### config.mk
export PLATFORM = sky130hd
export DESIGN_NAME = apb_master_transfer_sequencer
export DESIGN_NICKNAME = d
export VERILOG_FILES = /design/src/amts_pkg.sv /design/src/amts_front.sv /design/src/amts_queue.sv /design/src/amts_back.sv /design/src/apb_master_transfer_sequencer.sv
export SDC_FILE = /design/constraint.sdc
export NUM_CORES = 1
export LEC_CHECK = 0
export BUFFER_PORTS_ARGS = -buffer_cell sky130_fd_sc_hd__buf_2
export CAP_MARGIN = 20
export CORE_MARGIN = 2
export CORE_UTILIZATION = 60
export CTS_BUF_LIST = sky130_fd_sc_hd__clkbuf_4 sky130_fd_sc_hd__clkbuf_8
export CTS_CLUSTER_DIAMETER = 50
export DETAILED_ROUTE_END_ITERATION = 16
export GPL_TIMING_DRIVEN = 0
export HOLD_SLACK_MARGIN = 0.08
export PLACE_DENSITY_LB_ADDON = 0.25
export REMOVE_ABC_BUFFERS = 1
export SLEW_MARGIN = 10
export SYNTH_ARGS = -nofsm -noshare
export SYNTH_HDL_FRONTEND = slang
export SYNTH_SLANG_ARGS = --single-unit
### constraint.sdc
create_clock -name clock -period 7.3 [get_ports clock]
set_input_delay 1.46 -clock clock [delete_from_list [all_inputs] [get_ports clock]]
set_output_delay 1.46 -clock clock [all_outputs]
set_load 0.01 [all_outputs]
### src/amts_pkg.sv
// Package for the APB master transfer sequencer.
// Holds widths, operation, phase and completion codes, and the queue entry type.
// No dependencies.
package amts_pkg;

   localparam int ADDR_W = 32;
   localparam int DATA_W = 32;
   localparam int TMO_W  = 20;
   localparam int STRB_W = DATA_W / 8;
   localparam int PROT_W = 3;

   localparam logic [TMO_W-1:0] TMO_RESET = TMO_W'(1000);

   // queue between front and back
   localparam int QDEPTH = 2;
   localparam int QPTR_W = (QDEPTH > 1) ? $clog2(QDEPTH) : 1;
   localparam int QCNT_W = $clog2(QDEPTH + 1);

   // request function codes as seen on the port
   localparam logic [1:0] FUNC_TICK   = 2'd0;
   localparam logic [1:0] FUNC_READ   = 2'd1;
   localparam logic [1:0] FUNC_WRITE  = 2'd2;
   localparam logic [1:0] FUNC_SWRITE = 2'd3;

   // classified operation
   localparam logic [1:0] OP_TICK  = 2'd0;
   localparam logic [1:0] OP_READ  = 2'd1;
   localparam logic [1:0] OP_WRITE = 2'd2;

   // bus phases
   localparam logic [1:0] PH_IDLE   = 2'd0;
   localparam logic [1:0] PH_SETUP  = 2'd1;
   localparam logic [1:0] PH_ACCESS = 2'd2;

   // completion codes
   localparam logic [2:0] CPL_NONE    = 3'd0;
   localparam logic [2:0] CPL_OK      = 3'd1;
   localparam logic [2:0] CPL_SLVERR  = 3'd2;
   localparam logic [2:0] CPL_TIMEOUT = 3'd3;
   localparam logic [2:0] CPL_BUSY    = 3'd4;

   typedef struct packed {
      logic [1:0]        op;
      logic [ADDR_W-1:0] addr;
      logic [DATA_W-1:0] wdata;
      logic [STRB_W-1:0] strobe;
      logic [PROT_W-1:0] prot;
      logic              bus_ready;
      logic              xfer_done;
      logic              slv_err;
      logic [DATA_W-1:0] rdata;
   } cmd_type;

endpackage

### src/amts_front.sv
// Front end: classifies an incoming transfer into a queue entry.
// Depends on amts_pkg.
module amts_front (
   input  logic [1:0]                  req_func,
   input  logic [amts_pkg::ADDR_W-1:0] req_address,
   input  logic [amts_pkg::DATA_W-1:0] req_write_data,
   input  logic [amts_pkg::STRB_W-1:0] req_byte_strobe,
   input  logic [amts_pkg::PROT_W-1:0] req_protection,
   input  logic                        req_bus_ready,
   input  logic                        req_transfer_done,
   input  logic                        req_slave_error,
   input  logic [amts_pkg::DATA_W-1:0] req_read_data_in,
   output amts_pkg::cmd_type           cmd
);
   import amts_pkg::*;

   always_comb begin
      cmd           = '0;
      cmd.addr      = req_address;
      cmd.prot      = req_protection;
      cmd.bus_ready = req_bus_ready;
      cmd.xfer_done = req_transfer_done;
      cmd.slv_err   = req_slave_error;
      cmd.rdata     = req_read_data_in;
      unique case (req_func)
         FUNC_TICK: begin
            cmd.op = OP_TICK;
         end
         FUNC_READ: begin
            // reads drive no strobes and zero data
            cmd.op = OP_READ;
         end
         FUNC_WRITE: begin
            cmd.op     = OP_WRITE;
            cmd.wdata  = req_write_data;
            cmd.strobe = '1;
         end
         FUNC_SWRITE: begin
            cmd.op     = OP_WRITE;
            cmd.wdata  = req_write_data;
            cmd.strobe = req_byte_strobe;
         end
         default: begin
            cmd.op = OP_TICK;
         end
      endcase
   end

endmodule

### src/amts_queue.sv
// Short FIFO of classified transfers between front and back end.
// Depends on amts_pkg.
module amts_queue (
   input  logic              clock,
   input  logic              reset,
   input  logic              push,
   input  amts_pkg::cmd_type push_cmd,
   input  logic              pop,
   output amts_pkg::cmd_type head_cmd,
   output logic              empty,
   output logic              full
);
   import amts_pkg::*;

   cmd_type           mem_ff [QDEPTH];
   logic [QPTR_W-1:0] wr_ptr_ff, wr_ptr_in;
   logic [QPTR_W-1:0] rd_ptr_ff, rd_ptr_in;
   logic [QCNT_W-1:0] count_ff, count_in;

   assign empty    = (count_ff == '0);
   assign full     = (count_ff == QCNT_W'(QDEPTH));
   assign head_cmd = mem_ff[rd_ptr_ff];

   always_comb begin
      wr_ptr_in = wr_ptr_ff;
      rd_ptr_in = rd_ptr_ff;
      count_in  = count_ff;
      if (push) begin
         wr_ptr_in = (wr_ptr_ff == QPTR_W'(QDEPTH - 1)) ? '0 : wr_ptr_ff + 1'b1;
      end
      if (pop) begin
         rd_ptr_in = (rd_ptr_ff == QPTR_W'(QDEPTH - 1)) ? '0 : rd_ptr_ff + 1'b1;
      end
      if (push && !pop) begin
         count_in = count_ff + 1'b1;
      end else if (pop && !push) begin
         count_in = count_ff - 1'b1;
      end
   end

   always_ff @(posedge clock) begin
      if (reset) begin
         wr_ptr_ff <= '0;
         rd_ptr_ff <= '0;
         count_ff  <= '0;
      end else begin
         wr_ptr_ff <= wr_ptr_in;
         rd_ptr_ff <= rd_ptr_in;
         count_ff  <= count_in;
      end
   end

   always_ff @(posedge clock) begin
      if (push) begin
         mem_ff[wr_ptr_ff] <= push_cmd;
      end
   end

   a_no_overflow: assert property (@(posedge clock) disable iff (reset)
      !(push && full && !pop))
      else $error("queue push while full");
   a_no_underflow: assert property (@(posedge clock) disable iff (reset)
      !(pop && empty))
      else $error("queue pop while empty");
   a_count_range: assert property (@(posedge clock) disable iff (reset)
      count_ff <= QCNT_W'(QDEPTH))
      else $error("queue count out of range");

endmodule

### src/amts_back.sv
// Back end: APB phase sequencer with wait timeout and registered result stage.
// Depends on amts_pkg.
module amts_back (
   input  logic                        clock,
   input  logic                        reset,
   input  logic                        csr_wr_en,
   input  logic [amts_pkg::TMO_W-1:0]  csr_wr_data,
   input  amts_pkg::cmd_type           cmd,
   input  logic                        cmd_avail,
   output logic                        cmd_pop,
   output logic                        rsp_valid,
   input  logic                        rsp_stall,
   output logic [1:0]                  rsp_phase,
   output logic [amts_pkg::ADDR_W-1:0] rsp_out_addr,
   output logic                        rsp_out_is_write,
   output logic [amts_pkg::PROT_W-1:0] rsp_out_prot,
   output logic [amts_pkg::STRB_W-1:0] rsp_out_strobe,
   output logic [amts_pkg::DATA_W-1:0] rsp_out_wdata,
   output logic                        rsp_out_enable,
   output logic [2:0]                  rsp_completion,
   output logic [amts_pkg::DATA_W-1:0] rsp_read_data_out,
   output logic                        rsp_error_flag
);
   import amts_pkg::*;

   logic [TMO_W-1:0]  timeout_ff;
   logic [1:0]        phase_ff, phase_in;
   logic [TMO_W-1:0]  wait_ff, wait_in;
   logic [ADDR_W-1:0] addr_ff, addr_in;
   logic              write_ff, write_in;
   logic [PROT_W-1:0] prot_ff, prot_in;
   logic [STRB_W-1:0] strobe_ff, strobe_in;
   logic [DATA_W-1:0] wdata_ff, wdata_in;
   logic              err_ff, err_in;
   logic [2:0]        cpl_in;
   logic [DATA_W-1:0] rdata_in;

   logic              valid_ff;
   logic [1:0]        o_phase_ff;
   logic [ADDR_W-1:0] o_addr_ff;
   logic              o_write_ff;
   logic [PROT_W-1:0] o_prot_ff;
   logic [STRB_W-1:0] o_strobe_ff;
   logic [DATA_W-1:0] o_wdata_ff;
   logic              o_enable_ff;
   logic [2:0]        o_cpl_ff;
   logic [DATA_W-1:0] o_rdata_ff;
   logic              o_err_ff;

   // take the next entry whenever the result stage is free or draining
   assign cmd_pop = cmd_avail && (!valid_ff || !rsp_stall);

   always_comb begin
      phase_in  = phase_ff;
      wait_in   = wait_ff;
      addr_in   = addr_ff;
      write_in  = write_ff;
      prot_in   = prot_ff;
      strobe_in = strobe_ff;
      wdata_in  = wdata_ff;
      err_in    = err_ff;
      cpl_in    = CPL_NONE;
      rdata_in  = '0;
      if (cmd.op != OP_TICK) begin
         if (phase_ff != PH_IDLE) begin
            cpl_in = CPL_BUSY;
         end else begin
            addr_in   = cmd.addr;
            prot_in   = cmd.prot;
            write_in  = (cmd.op == OP_WRITE);
            strobe_in = cmd.strobe;
            wdata_in  = cmd.wdata;
            phase_in  = PH_SETUP;
            wait_in   = timeout_ff;
         end
      end else if (phase_ff == PH_SETUP) begin
         if (cmd.bus_ready) begin
            phase_in = PH_ACCESS;
            wait_in  = timeout_ff;
         end else if (wait_ff == '0) begin
            phase_in = PH_IDLE;
            err_in   = 1'b1;
            cpl_in   = CPL_TIMEOUT;
         end else begin
            wait_in = wait_ff - 1'b1;
         end
      end else if (phase_ff == PH_ACCESS) begin
         if (cmd.xfer_done) begin
            err_in   = cmd.slv_err;
            phase_in = PH_IDLE;
            if (!cmd.slv_err) begin
               cpl_in = CPL_OK;
               if (!write_ff) begin
                  rdata_in = cmd.rdata;
               end
            end else begin
               cpl_in = CPL_SLVERR;
            end
         end else if (wait_ff == '0) begin
            phase_in = PH_IDLE;
            err_in   = 1'b1;
            cpl_in   = CPL_TIMEOUT;
         end else begin
            wait_in = wait_ff - 1'b1;
         end
      end
   end

   always_ff @(posedge clock) begin
      if (reset) begin
         timeout_ff <= TMO_RESET;
      end else if (csr_wr_en) begin
         timeout_ff <= (csr_wr_data == '0) ? TMO_W'(1) : csr_wr_data;
      end
   end

   always_ff @(posedge clock) begin
      if (reset) begin
         phase_ff  <= PH_IDLE;
         wait_ff   <= '0;
         addr_ff   <= '0;
         write_ff  <= 1'b0;
         prot_ff   <= '0;
         strobe_ff <= '1;
         wdata_ff  <= '0;
         err_ff    <= 1'b0;
      end else if (cmd_pop) begin
         phase_ff  <= phase_in;
         wait_ff   <= wait_in;
         addr_ff   <= addr_in;
         write_ff  <= write_in;
         prot_ff   <= prot_in;
         strobe_ff <= strobe_in;
         wdata_ff  <= wdata_in;
         err_ff    <= err_in;
      end
   end

   always_ff @(posedge clock) begin
      if (reset) begin
         valid_ff <= 1'b0;
      end else if (cmd_pop) begin
         valid_ff <= 1'b1;
      end else if (!rsp_stall) begin
         valid_ff <= 1'b0;
      end
   end

   always_ff @(posedge clock) begin
      if (cmd_pop) begin
         o_phase_ff  <= phase_in;
         o_addr_ff   <= addr_in;
         o_write_ff  <= write_in;
         o_prot_ff   <= prot_in;
         o_strobe_ff <= strobe_in;
         o_wdata_ff  <= (phase_in == PH_ACCESS) ? wdata_in : '0;
         o_enable_ff <= (phase_in == PH_ACCESS);
         o_cpl_ff    <= cpl_in;
         o_rdata_ff  <= rdata_in;
         o_err_ff    <= err_in;
      end
   end

   assign rsp_valid         = valid_ff;
   assign rsp_phase         = o_phase_ff;
   assign rsp_out_addr      = o_addr_ff;
   assign rsp_out_is_write  = o_write_ff;
   assign rsp_out_prot      = o_prot_ff;
   assign rsp_out_strobe    = o_strobe_ff;
   assign rsp_out_wdata     = o_wdata_ff;
   assign rsp_out_enable    = o_enable_ff;
   assign rsp_completion    = o_cpl_ff;
   assign rsp_read_data_out = o_rdata_ff;
   assign rsp_error_flag    = o_err_ff;

   a_tmo_nonzero: assert property (@(posedge clock) disable iff (reset)
      timeout_ff != '0)
      else $error("timeout register is zero");
   a_busy_keeps_state: assert property (@(posedge clock) disable iff (reset)
      (cmd_pop && cmd.op != OP_TICK && phase_ff != PH_IDLE)
      |=> (phase_ff == $past(phase_ff) && o_cpl_ff == CPL_BUSY))
      else $error("request while busy disturbed the sequencer");
   a_timeout_idles: assert property (@(posedge clock) disable iff (reset)
      (cmd_pop && cpl_in == CPL_TIMEOUT) |=> (phase_ff == PH_IDLE && err_ff))
      else $error("timeout did not return to idle with error");
   a_rdata_only_ok_read: assert property (@(posedge clock) disable iff (reset)
      (valid_ff && o_rdata_ff != '0) |-> (o_cpl_ff == CPL_OK && !o_write_ff))
      else $error("read data returned outside a good read");

endmodule

### src/apb_master_transfer_sequencer.sv
// Top level of the APB master transfer sequencer.
// Depends on amts_pkg, amts_front, amts_queue, amts_back.
//
// Usage:
//  - req_* channel: one transfer per item. func 1/2/3 starts a read, write or
//    strobed write (only while the bus is idle, else completion is "rejected
//    busy"); func 0 is a bus tick that samples ready, done, error, read data.
//  - rsp_* channel: exactly one result per accepted item, in order: phase,
//    driven bus attributes, completion code, read data and sticky error flag.
//  - csr_*: write of the per-phase timeout in ticks; zero is taken as one.
//    Only write while no transfer is in flight.
//  - Flow: the accepting edge writes the item into the queue; once the result
//    register is free or draining, the sequencer takes the item from the queue
//    and registers its result in the result register. Throughput: one item per
//    clock while the rsp side does not stall.
//  - A stalled rsp side holds the result register; the queue (two entries)
//    absorbs in-flight items, and req_stall rises only when it is full.
//  - Reset: synchronous, active high. Phase idle, timeout 1000, strobes all
//    ones, other held attributes and the error flag cleared, queue empty.
module apb_master_transfer_sequencer (
   input  logic                        clock,
   input  logic                        reset,
   // configuration
   input  logic                        csr_wr_en,
   input  logic [amts_pkg::TMO_W-1:0]  csr_wr_data,
   // request transfers
   input  logic                        req_valid,
   output logic                        req_stall,
   input  logic [1:0]                  req_func,
   input  logic [amts_pkg::ADDR_W-1:0] req_address,
   input  logic [amts_pkg::DATA_W-1:0] req_write_data,
   input  logic [amts_pkg::STRB_W-1:0] req_byte_strobe,
   input  logic [amts_pkg::PROT_W-1:0] req_protection,
   input  logic                        req_bus_ready,
   input  logic                        req_transfer_done,
   input  logic                        req_slave_error,
   input  logic [amts_pkg::DATA_W-1:0] req_read_data_in,
   // result transfers
   output logic                        rsp_valid,
   input  logic                        rsp_stall,
   output logic [1:0]                  rsp_phase,
   output logic [amts_pkg::ADDR_W-1:0] rsp_out_addr,
   output logic                        rsp_out_is_write,
   output logic [amts_pkg::PROT_W-1:0] rsp_out_prot,
   output logic [amts_pkg::STRB_W-1:0] rsp_out_strobe,
   output logic [amts_pkg::DATA_W-1:0] rsp_out_wdata,
   output logic                        rsp_out_enable,
   output logic [2:0]                  rsp_completion,
   output logic [amts_pkg::DATA_W-1:0] rsp_read_data_out,
   output logic                        rsp_error_flag
);
   import amts_pkg::*;

   cmd_type front_cmd;
   cmd_type head_cmd;
   logic    q_push;
   logic    q_pop;
   logic    q_empty;
   logic    q_full;

   // front accepts whenever the queue has room
   assign req_stall = q_full;
   assign q_push    = req_valid && !q_full;

   amts_front u_front (
      .req_func          (req_func),
      .req_address       (req_address),
      .req_write_data    (req_write_data),
      .req_byte_strobe   (req_byte_strobe),
      .req_protection    (req_protection),
      .req_bus_ready     (req_bus_ready),
      .req_transfer_done (req_transfer_done),
      .req_slave_error   (req_slave_error),
      .req_read_data_in  (req_read_data_in),
      .cmd               (front_cmd)
   );

   amts_queue u_queue (
      .clock    (clock),
      .reset    (reset),
      .push     (q_push),
      .push_cmd (front_cmd),
      .pop      (q_pop),
      .head_cmd (head_cmd),
      .empty    (q_empty),
      .full     (q_full)
   );

   // back end runs the APB phases and owns the result register
   amts_back u_back (
      .clock             (clock),
      .reset             (reset),
      .csr_wr_en         (csr_wr_en),
      .csr_wr_data       (csr_wr_data),
      .cmd               (head_cmd),
      .cmd_avail         (!q_empty),
      .cmd_pop           (q_pop),
      .rsp_valid         (rsp_valid),
      .rsp_stall         (rsp_stall),
      .rsp_phase         (rsp_phase),
      .rsp_out_addr      (rsp_out_addr),
      .rsp_out_is_write  (rsp_out_is_write),
      .rsp_out_prot      (rsp_out_prot),
      .rsp_out_strobe    (rsp_out_strobe),
      .rsp_out_wdata     (rsp_out_wdata),
      .rsp_out_enable    (rsp_out_enable),
      .rsp_completion    (rsp_completion),
      .rsp_read_data_out (rsp_read_data_out),
      .rsp_error_flag    (rsp_error_flag)
   );

endmodule

==> qor.txt <==
Relative slew slack -> 31.8%
Yosys reg bits -> 448
Leading area contributor after synthesis -> edfxtp_1
Final worst slack -> 2.65 ns
YS warnings -> 0
Fmax -> 215 MHz
Startpoint Class -> input port
Post-CTS Setup Bufs -> 0
Worst Setup Path Type -> in -> reg
Main area contributors after synthesis -> edfxtp_1, dfxtp_1, mux2i_1
Root Buffer -> clkbuf_8
I/O pin count -> 246
Routed WL -> 39900 microns
H-tree depth -> 3
Least-Margin Pin Slew -> 1.02 ns
Clock Latency Late Sink -> 0.60 ns
First-pass GRT wire length -> 63700 microns
Synth top area share -> 52.9%
Leakage -> 8.07 nW
Worst path required time -> 7.80 ns
Hold-fix buffer count after cts -> 0
Pwr Density -> 441 nW/um^2
CP arrival -> 5.15 ns
Clock period minus worst slack -> 4.65 ns
Critical path buffer and inverter count -> 4
RSZ-0062 raised after global routing -> false
Critical path cell sequence -> buf_2 > nand2_1 > o21ai_4 > buf_12 > inv_8 > buf_16 > nand4_1 > o31ai_2 > nand2_1 > o32ai_1
Main flop type after synthesis -> edfxtp_1
Gr ovfl total -> 0
Clock Sinks -> 448
Post-synthesis cell type count -> 77
Wire per inst -> 18.9 microns
Design internal power -> 6.22 mW
Gpl congestion -> 0.898
Chip width -> 180 microns
Total track usage -> 24.6%
DRC Markers -> 0
Worst-case clock buffer depth -> 3
DR iter-0 viols -> 907
Critical Path Max Stage Delay -> 0.63 ns
Worst vdd ir -> 0.389 mV
Die Area -> 32300 sq um
Outcome -> finished, final reports clean
Power share of the clock group -> 23.2%
Sequential share of power -> 40.3%
Routed vias -> 12.1k
Setup Viol. Count Final -> 0
Post-synthesis cell area -> 18500 sq um
Crit path max-delay family -> simple AND/OR/NAND/NOR gates
Initial Util -> 60.8%
HPWL Detailed -> 25200 microns
Antenna violations before repair -> 8
Most used cell along the critical path -> nand2_1
Slowest stage cell on the critical path -> nand4_1
Mapped Avg Cell Area -> 13.4 sq um
Core Area -> 30500 sq um
IO Port Bufs -> 245
Height of the die -> 180 microns
Pre-CTS setup slack -> 2.11 ns
NetSw -> 3.57 mW
Total CTS buffers -> 72
Layout Skew -> 0.0307 ns
Pin count of the biggest net entering global routing -> 103
Via/cell ratio -> 5.72
DR pass1 iterations -> 7
# nets final -> 1794
Final Power -> 9.79 mW
Row count -> 64
Mapped Cells -> 1388
EDFF count, synth -> 327
Logic pwr share -> 36.6%
Layout cells sized above 1 -> 29.3%
Post-synth ARST share -> 0%
Slew Viols, Final -> 0
Number of global-route vias before repair -> 12.2k
Crit Path Max Fanout -> 102
Sequential area share after synthesis -> 66.0%
Setup crit end kind -> flop
# Max-Cap Violations -> 0
TritonCTS clock tree -> yes
Routed Antenna Nets -> 0
Cts repair resizes -> 0
Sw frac -> 36.5%
Area growth from synthesis to layout -> 19.7%
Hold/Removal Path Class -> reg -> reg
CTS clk-pin slew, worst paths -> 0.06 ns
Final hold violation count -> 0
Period utilization -> 63.7%
-- state kept, by name, summed over array words and instances (netlist names), named ones only --
name / flops
u_back.prot_ff: 3
u_back.phase_ff: 2
u_back.strobe_ff: 4
u_back.rsp_out_wdata: 32
u_queue.wr_ptr_ff: 1
u_back.rsp_valid: 1
u_back.addr_ff: 32
u_queue.rd_ptr_ff: 1
u_back.rsp_read_data_out: 32
u_back.rsp_out_strobe: 4
u_back.rsp_out_enable: 1
u_back.rsp_completion: 3
u_back.rsp_out_is_write: 1
u_back.rsp_out_addr: 32
u_back.err_ff: 1
u_back.wdata_ff: 32
u_back.rsp_error_flag: 1
u_back.rsp_phase: 2
u_back.write_ff: 1
u_back.timeout_ff: 20
u_queue.mem_ff: 216
u_back.wait_ff: 20
u_queue.count_ff: 2
u_back.rsp_out_prot: 3
-- layer usage --
| layer | vias up | GRT usage, % | share of wire [%] | routed length [microns] |
|---|---|---|---|---|
| met5 | - | 0 | 0.085 | 34 |
| met4 | 6 | 10.5 | 2.6 | 1040 |
| met3 | 98 | 6.00 | 7.3 | 2900 |
| met2 | 444 | 39.7 | 48 | 19400 |
| met1 | 5844 | 32.0 | 42 | 16600 |
| li1 | 5708 | - | - | - |
-- placed cells by master (no fill, tap or decap), drive strengths merged, types with 4 or more instances in the layout --
cell	instances
a22oi	5
nor2	140
edfxtp	327
o22ai	4
diode	7
o21a	37
clkinv	12
a211o	7
nand2b	4
o211ai	42
buf	282
a2111oi	32
mux2	33
nand2	169
a21oi	51
ha	7
inv	23
dfxtp	121
a21boi	4
nor2b	6
a211oi	6
clkbuf	117
and2	35
nand3	7
nand4	5
nor3	44
mux2i	93
nor4	15
o21ai	24
-- cells in the mapped netlist (9+ instances only) --
cell type / n
edfxtp_1: 327
nand2_1: 168
nor2_1: 139
dfxtp_1: 121
mux2i_1: 92
clkbuf_1: 56
a21oi_1: 50
nor3_1: 43
o211ai_1: 40
o21a_1: 37
and2_1: 35
mux2_2: 32
a2111oi_4: 29
buf_2: 19
inv_1: 19
o21ai_1: 15
nor4_1: 11
o21ai_0: 9
-- cell families (layout without fill, tap and decap cells) --
family	Yosys count	count (layout)	synth area share, %
AND/OR/NAND/NOR	438	438	10.7
AO/OA/AOI/OAI	253	253	12.9
other	0	7	0
buffers and inverters	112	437	2.66
XOR/XNOR	4	4	0.189
flip-flops	448	448	66.0
multiplexers	126	126	7.09
adder cells (fa/ha/maj)	7	7	0.472
-- path summary, 6_finish.rpt --
| path | startpoint | end | slack (ns) | cells after the start |
|---|---|---|---|---|
| max reg2reg | u_queue.count_ff[0]$_SDFFE_PP0P_ | u_back.wait_ff[19]$_SDFFE_PP0P_ | 3.22 | 8 |
| min reg2reg | u_back.addr_ff[18]$_SDFFE_PP0P_ | u_back.addr_ff[18]$_SDFFE_PP0P_ | 0.47 | 2 |
| min | u_back.addr_ff[18]$_SDFFE_PP0P_ | u_back.addr_ff[18]$_SDFFE_PP0P_ | 0.47 | 2 |
| max | rsp_stall | u_back.wait_ff[19]$_SDFFE_PP0P_ | 2.65 | 10 |
-- power by group through the flow --
stage | logic (mW) | clock network (mW) | registers (mW)
after global routing | 3.91 | 2.43 | 4.01
final | 3.58 | 2.27 | 3.94
after floorplan | 2.18 | 0 | 4.18
after CTS | 3.58 | 2.32 | 3.94
after detailed placement | 3.56 | 0 | 3.98
after global placement | 3.17 | 0 | 4.15
-- final cells by class --
cell class                      count  area [sq um]
Sequential cell                   448         12200
Clock buffer                      116          1400
Tap cell                          396           495
Inverter                           21          86.3
Timing Repair Buffer              283          1900
Antenna cell                        7          17.5
Fill cell                        2003          8310
Clock inverter                     17           174
Multi-Input combinational cell    828          5890
-- tightest hold or removal path, cell delays in order (launching register included) --
cell	delay [ns]
dfxtp_1	0.32
nand2_1	0.05
a21oi_1	0.05
-- stage by stage --
step           std cells  TNS (ns)  hold WS [ns]  utilization (%)  instance area, sq um
3_5_place_dp        1975         0         0.463             67.5                 20600
5_1_grt             2112         0         0.492             72.7                 22200
2_1_floorplan       1297   -443.93         0.441                -                 18100
4_1_cts             2108         0         0.473             72.7                 22200
6_report            2116         0         0.471             72.8                 22200
3_3_place_gp        1938  -1597.88         0.456             65.1                 19900
(Power assumes the default switching activity.)
